**src/hdl/css_pkg.sv**
```systemverilog
// Shared types and constants for the circle scanline span block.
// Holds the controller-to-datapath command and status structs.
// No dependencies.
package css_pkg;

    // Width of every coordinate field on the ports.
    localparam int FIELD_W = 16;

    // Decision variable constants of the midpoint circle walk.
    localparam int D_INIT     = 3;
    localparam int D_INC_NEG  = 6;
    localparam int D_INC_POS  = 10;

    // Commands from the controller to the datapath.
    typedef struct packed {
        logic load;     // take a new circle and start the walk
        logic step;     // advance one point along the octant
        logic capture;  // register the result of the walk
    } css_cmd_t;

    // Status from the datapath to the controller.
    typedef struct packed {
        logic walk_done;  // a has passed b, the octant is exhausted
        logic hit;        // one of the mirrored rows matches the scanline
    } css_status_t;

endpackage

```
**src/hdl/css_in_if.sv**
```systemverilog
// Input channel of the circle scanline span block: one circle and a scanline.
// Depends on css_pkg for the field width.
interface css_in_if;
    import css_pkg::*;

    logic               valid;
    logic               ready;
    logic [FIELD_W-1:0] center_x;
    logic [FIELD_W-1:0] center_y;
    logic [FIELD_W-1:0] radius;
    logic [FIELD_W-1:0] line_y;

    modport source (output valid, output center_x, output center_y, output radius,
                    output line_y, input ready);
    modport sink   (input valid, input center_x, input center_y, input radius,
                    input line_y, output ready);
endinterface

```
**src/hdl/css_out_if.sv**
```systemverilog
// Output channel of the circle scanline span block: found flag and span ends.
// Depends on css_pkg for the field width.
interface css_out_if;
    import css_pkg::*;

    logic               valid;
    logic               ready;
    logic               found;
    logic [FIELD_W-1:0] right_x;
    logic [FIELD_W-1:0] left_x;

    modport source (output valid, output found, output right_x, output left_x,
                    input ready);
    modport sink   (input valid, input found, input right_x, input left_x,
                    output ready);
endinterface

```
**src/hdl/circle_scanline_span.sv**
```systemverilog
// Top level of the circle scanline span block.
// Depends on css_pkg, css_in_if, css_out_if, css_ctrl and css_datapath.
//
// Usage: each transaction on the circle channel carries a circle (center_x,
// center_y, radius) and a scanline line_y. The block walks one octant of the
// circle with a midpoint decision variable, one point per clock cycle, and
// tests the four mirrored rows of each point against the scanline. Each
// input transaction yields exactly one transaction on the span channel:
// found is set with right_x and left_x on the first matching row, and a
// miss gives found clear with both ends zero. Coordinates wrap modulo
// 2^COORD_BITS; only the low COORD_BITS bits of each field are used.
// The walk stops at the first matching point, or once a has passed b on a
// miss, and the result is then captured into the output register. One item
// is walked at a time: a new circle is taken only after the last walk has
// finished, as the block has a single step unit.
// The result sits in an output register, so the next circle is accepted while
// it waits; if the receiver stalls, a finished walk holds until the register
// frees. Reset clears the controller and drops any pending result.
module circle_scanline_span #(
    parameter int COORD_BITS = 16
) (
    input logic clk,
    input logic rst_n,
    css_in_if.sink    circle,
    css_out_if.source span
);
    import css_pkg::*;

    css_cmd_t    cmd;
    css_status_t status;

    css_ctrl u_ctrl (
        .clk       (clk),
        .rst_n     (rst_n),
        .in_valid  (circle.valid),
        .in_ready  (circle.ready),
        .out_valid (span.valid),
        .out_ready (span.ready),
        .cmd       (cmd),
        .status    (status)
    );

    css_datapath #(
        .COORD_BITS (COORD_BITS)
    ) u_datapath (
        .clk      (clk),
        .rst_n    (rst_n),
        .cmd      (cmd),
        .status   (status),
        .center_x (circle.center_x),
        .center_y (circle.center_y),
        .radius   (circle.radius),
        .line_y   (circle.line_y),
        .found    (span.found),
        .right_x  (span.right_x),
        .left_x   (span.left_x)
    );

endmodule

```
**src/hdl/css_datapath.sv**
```systemverilog
// Datapath of the circle scanline span block: walk registers, row compares
// and result registers. Depends on css_pkg for commands, status and constants.
module css_datapath #(
    parameter int COORD_BITS = 16
) (
    input  logic                        clk,
    input  logic                        rst_n,
    input  css_pkg::css_cmd_t           cmd,
    output css_pkg::css_status_t        status,
    input  logic [css_pkg::FIELD_W-1:0] center_x,
    input  logic [css_pkg::FIELD_W-1:0] center_y,
    input  logic [css_pkg::FIELD_W-1:0] radius,
    input  logic [css_pkg::FIELD_W-1:0] line_y,
    output logic                        found,
    output logic [css_pkg::FIELD_W-1:0] right_x,
    output logic [css_pkg::FIELD_W-1:0] left_x
);
    import css_pkg::*;

    localparam int CW = COORD_BITS;
    localparam int AW = COORD_BITS + 1;
    localparam int DW = COORD_BITS + 5;

    logic [CW-1:0]        cx_reg, cy_reg, ly_reg;
    logic [AW-1:0]        a_reg, a_next, b_reg, b_next;
    logic signed [DW-1:0] d_reg, d_next;
    logic                 found_reg, found_next;
    logic [CW-1:0]        right_reg, right_next, left_reg, left_next;

    logic [CW-1:0]        ua, ub, off;
    logic                 hit_b_lo, hit_a_lo, hit_a_hi, hit_b_hi;
    logic                 walk_done;
    logic [AW-1:0]        a_inc;
    logic signed [DW-1:0] a_s, b_s, r_s;

    assign ua = a_reg[CW-1:0];
    assign ub = b_reg[CW-1:0];

    // The four mirrored rows, tested in the order top, upper, lower, bottom.
    assign hit_b_lo = ((cy_reg - ub) == ly_reg);
    assign hit_a_lo = ((cy_reg - ua) == ly_reg);
    assign hit_a_hi = ((cy_reg + ua) == ly_reg);
    assign hit_b_hi = ((cy_reg + ub) == ly_reg);

    // A zero radius steps b below zero, so the compare is signed.
    assign walk_done        = ($signed(a_reg) > $signed(b_reg));
    assign status.walk_done = walk_done;
    assign status.hit       = !walk_done && (hit_b_lo || hit_a_lo || hit_a_hi || hit_b_hi);

    // Rows at +/- b give offset a; rows at +/- a give offset b.
    always_comb
    begin
        if (hit_b_lo)
        begin
            off = ua;
        end
        else if (hit_a_lo || hit_a_hi)
        begin
            off = ub;
        end
        else
        begin
            off = ua;
        end
    end

    assign a_inc = a_reg + AW'(1);
    assign a_s   = signed'(DW'(a_inc));
    assign b_s   = signed'(DW'(b_reg));
    assign r_s   = signed'(DW'(radius[CW-1:0]));

    always_comb
    begin
        a_next     = a_reg;
        b_next     = b_reg;
        d_next     = d_reg;
        found_next = found_reg;
        right_next = right_reg;
        left_next  = left_reg;
        if (cmd.load)
        begin
            a_next = '0;
            b_next = AW'(radius[CW-1:0]);
            d_next = DW'(D_INIT) - (r_s <<< 1);
        end
        else if (cmd.step)
        begin
            a_next = a_inc;
            if (d_reg < 0)
            begin
                d_next = d_reg + (a_s <<< 2) + DW'(D_INC_NEG);
            end
            else
            begin
                d_next = d_reg + DW'(D_INC_POS) + ((a_s - b_s) <<< 2);
                b_next = b_reg - AW'(1);
            end
        end
        if (cmd.capture)
        begin
            found_next = status.hit;
            right_next = status.hit ? (cx_reg + off) : '0;
            left_next  = status.hit ? (cx_reg - off) : '0;
        end
    end

    // Walk and result registers; the controller owns all control state.
    always_ff @(posedge clk or negedge rst_n)
    begin
        if (!rst_n)
        begin
            cx_reg    <= '0;
            cy_reg    <= '0;
            ly_reg    <= '0;
            a_reg     <= '0;
            b_reg     <= '0;
            d_reg     <= '0;
            found_reg <= 1'b0;
            right_reg <= '0;
            left_reg  <= '0;
        end
        else
        begin
            if (cmd.load)
            begin
                cx_reg <= center_x[CW-1:0];
                cy_reg <= center_y[CW-1:0];
                ly_reg <= line_y[CW-1:0];
            end
            a_reg     <= a_next;
            b_reg     <= b_next;
            d_reg     <= d_next;
            found_reg <= found_next;
            right_reg <= right_next;
            left_reg  <= left_next;
        end
    end

    assign found   = found_reg;
    assign right_x = FIELD_W'(right_reg);
    assign left_x  = FIELD_W'(left_reg);

endmodule

```
**src/hdl/css_ctrl.sv**
```systemverilog
// Controller of the circle scanline span block: input and output handshakes
// and sequencing of the walk. Depends on css_pkg for command and status.
module css_ctrl (
    input  logic                 clk,
    input  logic                 rst_n,
    input  logic                 in_valid,
    output logic                 in_ready,
    output logic                 out_valid,
    input  logic                 out_ready,
    output css_pkg::css_cmd_t    cmd,
    input  css_pkg::css_status_t status
);
    import css_pkg::*;

    typedef enum logic {
        ST_IDLE,
        ST_WALK
    } state_t;

    state_t state_reg, state_next;
    logic   out_valid_reg, out_valid_next;
    logic   accept, slot_free, finish;

    assign in_ready  = (state_reg == ST_IDLE);
    assign accept    = in_valid && in_ready;
    assign slot_free = !out_valid_reg || out_ready;
    assign finish    = (state_reg == ST_WALK) && (status.walk_done || status.hit)
                       && slot_free;

    assign cmd.load    = accept;
    assign cmd.step    = (state_reg == ST_WALK) && !status.walk_done && !status.hit;
    assign cmd.capture = finish;

    always_comb
    begin
        state_next     = state_reg;
        out_valid_next = out_ready ? 1'b0 : out_valid_reg;
        if (finish)
        begin
            out_valid_next = 1'b1;
        end
        unique case (state_reg)
            ST_IDLE:
            begin
                if (accept)
                begin
                    state_next = ST_WALK;
                end
            end
            ST_WALK:
            begin
                if (finish)
                begin
                    state_next = ST_IDLE;
                end
            end
            default:
            begin
                state_next = ST_IDLE;
            end
        endcase
    end

    always_ff @(posedge clk or negedge rst_n)
    begin
        if (!rst_n)
        begin
            state_reg     <= ST_IDLE;
            out_valid_reg <= 1'b0;
        end
        else
        begin
            state_reg     <= state_next;
            out_valid_reg <= out_valid_next;
        end
    end

    assign out_valid = out_valid_reg;

endmodule

```
**src/flat_wrapper.sv**
```systemverilog
// flat-port wrapper written by rule: the top's interface ports become plain ports
module circle_scanline_span_flat import css_pkg::*;
#(
    parameter int COORD_BITS = 16
)
  (clk, rst_n, circle_valid, circle_center_x, circle_center_y, circle_radius, circle_line_y, circle_ready, span_valid, span_found, span_right_x, span_left_x, span_ready);
  css_in_if circle_i ();
  css_out_if span_i ();
  input logic clk;
  input logic rst_n;
  input wire logic [$bits(circle_i.valid)-1:0] circle_valid;
  input wire logic [$bits(circle_i.center_x)-1:0] circle_center_x;
  input wire logic [$bits(circle_i.center_y)-1:0] circle_center_y;
  input wire logic [$bits(circle_i.radius)-1:0] circle_radius;
  input wire logic [$bits(circle_i.line_y)-1:0] circle_line_y;
  output wire logic [$bits(circle_i.ready)-1:0] circle_ready;
  output wire logic [$bits(span_i.valid)-1:0] span_valid;
  output wire logic [$bits(span_i.found)-1:0] span_found;
  output wire logic [$bits(span_i.right_x)-1:0] span_right_x;
  output wire logic [$bits(span_i.left_x)-1:0] span_left_x;
  input wire logic [$bits(span_i.ready)-1:0] span_ready;
  assign circle_i.valid = circle_valid;
  assign circle_i.center_x = circle_center_x;
  assign circle_i.center_y = circle_center_y;
  assign circle_i.radius = circle_radius;
  assign circle_i.line_y = circle_line_y;
  assign circle_ready = circle_i.ready;
  assign span_valid = span_i.valid;
  assign span_found = span_i.found;
  assign span_right_x = span_i.right_x;
  assign span_left_x = span_i.left_x;
  assign span_i.ready = span_ready;
  circle_scanline_span #(.COORD_BITS(COORD_BITS)) u_core (.clk(clk), .rst_n(rst_n), .circle(circle_i), .span(span_i));
endmodule
```
**config.mk**
```make
export PLATFORM = sky130hd
export DESIGN_NAME = circle_scanline_span_flat
export DESIGN_NICKNAME = d
export VERILOG_FILES = /design/src/hdl/css_pkg.sv /design/src/hdl/css_in_if.sv /design/src/hdl/css_out_if.sv /design/src/hdl/circle_scanline_span.sv /design/src/hdl/css_datapath.sv /design/src/hdl/css_ctrl.sv /design/src/flat_wrapper.sv
export SDC_FILE = /design/constraint.sdc
export NUM_CORES = 1
export LEC_CHECK = 0
export ABC_AREA = 1
export BUFFER_PORTS_ARGS = -buffer_cell sky130_fd_sc_hd__buf_2
export CAP_MARGIN = 10
export CORE_ASPECT_RATIO = 1.75
export CORE_UTILIZATION = 60
export CTS_CLUSTER_SIZE = 10
export DETAILED_ROUTE_END_ITERATION = 8
export GPL_TIMING_DRIVEN = 0
export PLACE_DENSITY = 0.76
export SYNTH_ARGS = -nofsm -noshare
export SYNTH_HDL_FRONTEND = slang
export SYNTH_SLANG_ARGS = --single-unit
```
**constraint.sdc**
```tcl
create_clock -name clk -period 7.9 [get_ports clk]
set_input_delay 1.975 -clock clk [delete_from_list [all_inputs] [get_ports clk]]
set_output_delay 1.975 -clock clk [all_outputs]
set_load 0.1 [all_outputs]
```
==> flow_metrics.py <==
metrics = {
    "setup_path": {
        "path_max_fanout": 8,
        "crit_type": "flip-flop to flip-flop",
        "crit_path_max_incr_delay_ps": 790,
        "worstReg2RegStart": "u_core.u_datapath.a_reg[0]$_DFFE_PN0P_",
        "cpMostUsedCell": "nand2_1",
        "cp-start-kind": "flip-flop",
        "cp_slowest_cell": "o311ai_1",
        "r2r_slack_ps": 420,
        "reg2reg_depth": 32,
        "endpoint_kind": "flip-flop",
        "crit_required_ps": 8210,
        "crit_arrival_ps": 7790,
        "reg2reg_to": "u_core.u_datapath.d_reg[20]$_DFFE_PN0P_",
    },
    "finish": {
        "area_growth_pct": 9.18,
        "multi_input_area_mm2": 0.0112,
        "diodes": 0,
        "seqCellArea_mm2": 0.00340,
        "nNetsFinal": 2898,
        "largest_register_ffs": 20,
        "fill_cells": 2558,
        "layout-drive-gt1-share_pct": 8.56,
    },
    "yosys": {
        "ys_warn_count": 0,
        "ys_seq_area_share_pct": 20.9,
        "async_reset_ff_share_pct": 100,
        "synth_area_leaders": "dfrtp_1 21%, nand2_1 17%, ha_1 16%",
        "synthMostInstantiatedCell": "nand2_1",
        "ys.flop_type": "dfrtp_1",
        "netlist_instances": 2495,
        "syn_area_per_cell_um2": 6.52,
        "synth.top_cell.area_share_pct": 20.9,
        "synth_edf_count": 0,
        "ys_seq_elements": 136,
        "synth.distinct_cells": 55,
        "syn_area_mm2": 0.0163,
        "netlist_top_cells_count": "741 x nand2_1, 321 x inv_1, 220 x nand3_1",
        "synth_fp_nets": 2775,
        "yosys.area.top_type": "dfrtp_1",
    },
    "die": {
        "die_area_mm2": 0.0278,
        "row_count": 79,
        "core_area_mm2": 0.0266,
        "ioPinCount": 103,
        "die_h_um": 220,
        "initial_core_util_pct": 61.2,
        "die_x_um": 126,
    },
    "min_path": {
        "hp-class": "flip-flop to flip-flop",
        "whs_path_depth": 2,
        "hp-start": "u_core.u_datapath.right_x[12]$_DFFE_PN0P_",
        "min_to": "u_core.u_datapath.right_x[12]$_DFFE_PN0P_",
    },
    "clock_network": {
        "cts-root-buf": "clkbuf_16",
        "cts_tree": "done",
        "clock_path_buffers": 2,
        "cts_setup_buffers": 0,
        "cts.repair.resized": 0,
        "clk_latency_ps": 460,
        "cts_sinks": 136,
        "clk_pin_slew_ps": 60,
        "cts_buffers": 17,
        "cts_hold_buf": 0,
        "htree_levels": 4,
    },
    "routing": {
        "route.detailed.drc": 0,
        "dr.pass1.iters": 7,
        "drtIter0Drc": 1158,
        "vias_per_cell": 5.92,
        "vias": 17500,
        "avgRoutedWirePerCell_um": 19.9,
        "wl_um": 58600,
        "ant_nets": 0,
    },
    "timing": {
        "fin_worst_skew_ps": 13.0,
        "setup_tns_ps": 0,
        "fmax_ghz": 0.134,
        "fin_crit_ps": 7480,
        "maxSlewHeadroom_pct": 20.9,
        "drv_slew": 0,
        "hold_viol": 0,
        "finalCritPeriodShare_pct": 94.6,
        "rsz0062_at_grt": "no",
        "setup-violations-final": 0,
        "worst_pin_slew_ps": 1170,
    },
    "global_route": {
        "antenna_found_initial": 0,
        "grt_overflow_total": 0,
        "grt_pass1_vias": 17300,
        "grt_max_degree": 78,
        "grt_use_total_pct": 42.7,
        "grt_pass1_wl_um": 88600,
    },
    "placement": {
        "gp_congestion": 1.03,
        "hpwl_um": 47700,
        "portBuffers": 102,
    },
    "outcome": {
        "status": "complete, no violations",
    },
    "run": {
        "cap_violations": 0,
    },
}
-- cell usage in the layout, fill, tap and decap left out, types with 5 or more instances in the layout --
| master | instances |
|---|---|
| a21o_1 | 7 |
| a21oi_1 | 146 |
| a31oi_1 | 12 |
| and2_1 | 7 |
| buf_2 | 129 |
| buf_4 | 7 |
| buf_6 | 6 |
| clkbuf_1 | 31 |
| clkbuf_16 | 17 |
| dfrtp_1 | 136 |
| fa_1 | 9 |
| ha_1 | 203 |
| inv_1 | 321 |
| inv_2 | 6 |
| nand2_1 | 741 |
| nand2_2 | 6 |
| nand3_1 | 220 |
| nand3_2 | 5 |
| nand3b_1 | 9 |
| nand4_1 | 37 |
| nor2_1 | 179 |
| nor2_2 | 6 |
| nor3_1 | 22 |
| nor4_1 | 5 |
| o21a_1 | 17 |
| o21ai_0 | 108 |
| o21ai_1 | 20 |
| o21bai_1 | 18 |
| o22ai_2 | 10 |
| o31ai_1 | 8 |
| or2_2 | 9 |
| xnor2_1 | 28 |
| xor2_1 | 94 |
-- layout make-up --
type                    instances  share of cell area [%]
multi-input cells            1957                    63.3
flip-flops and latches        136                    19.2
inverters                     329                    6.97
repair buffers                104                    3.11
clock buffers                  22                    2.61
well taps                     324                    2.28
plain buffers                  73                    2.16
clock inverters                 7                   0.408
-- cell families (layout without fill, tap and decap cells) --
group | Yosys count | count (layout) | share of synthesized area [%]
compound gates | 372 | 372 | 13.4
flops | 136 | 136 | 20.9
fa+ha+maj | 212 | 212 | 16.7
xor+xnor | 122 | 122 | 6.57
buf+inv | 402 | 535 | 9.97
simple gates | 1251 | 1251 | 32.5
-- how the worst max path moves through the flow --
| stage | start | to | slack, ps |
|---|---|---|---|
| after floorplan | u_core.u_datapath.a_reg[0]$_DFFE_PN0P_ | u_core.u_datapath.d_reg[20]$_DFFE_PN0P_ | 2870 |
| after global placement | u_core.u_datapath.a_reg[0]$_DFFE_PN0P_ | u_core.u_datapath.d_reg[20]$_DFFE_PN0P_ | 670 |
| after detailed placement | u_core.u_datapath.a_reg[0]$_DFFE_PN0P_ | u_core.u_datapath.d_reg[20]$_DFFE_PN0P_ | 510 |
| after CTS | u_core.u_datapath.a_reg[0]$_DFFE_PN0P_ | u_core.u_datapath.d_reg[20]$_DFFE_PN0P_ | 440 |
| after global routing | u_core.u_datapath.a_reg[0]$_DFFE_PN0P_ | u_core.u_datapath.d_reg[20]$_DFFE_PN0P_ | 230 |
| final | u_core.u_datapath.a_reg[0]$_DFFE_PN0P_ | u_core.u_datapath.d_reg[20]$_DFFE_PN0P_ | 420 |
-- critical path: cells and delay by family, from the launching register on --
| kind | cells | cell delay (ps) |
|---|---|---|
| AOI/OAI and AO/OA | 4 | 1070 |
| xor gates and xnor gates | 2 | 580 |
| adders and majority gates | 4 | 1190 |
| buffers and inverters | 3 | 250 |
| DFF | 1 | 650 |
| and+or+nand+nor | 19 | 3600 |
-- metal layers --
layer  vias to the layer above  GRT usage, %  wire length, um
met1                      8085          40.4            19900
met4                         0          45.8             6780
met5                         -             0                0
met3                       309          6.70             3260
li1                       8333             -                -
met2                       742          75.5            28700
-- stage by stage --
step	instance area, um^2	std cells	setup WS, ps	util (%)	hold WS, ps
after detailed placement	17200	2922	511	64.8	458
after global placement	17200	2921	669	64.6	454
after floorplan	16300	2495	2870	-	476
final	17800	2952	425	66.8	474
after global routing	17800	2952	232	66.8	495
after CTS	17800	2951	438	66.8	473
Power is left out: the tool's default activity adds up to more than one toggle a clock period on the data nets, which glitch-free logic cannot reach.
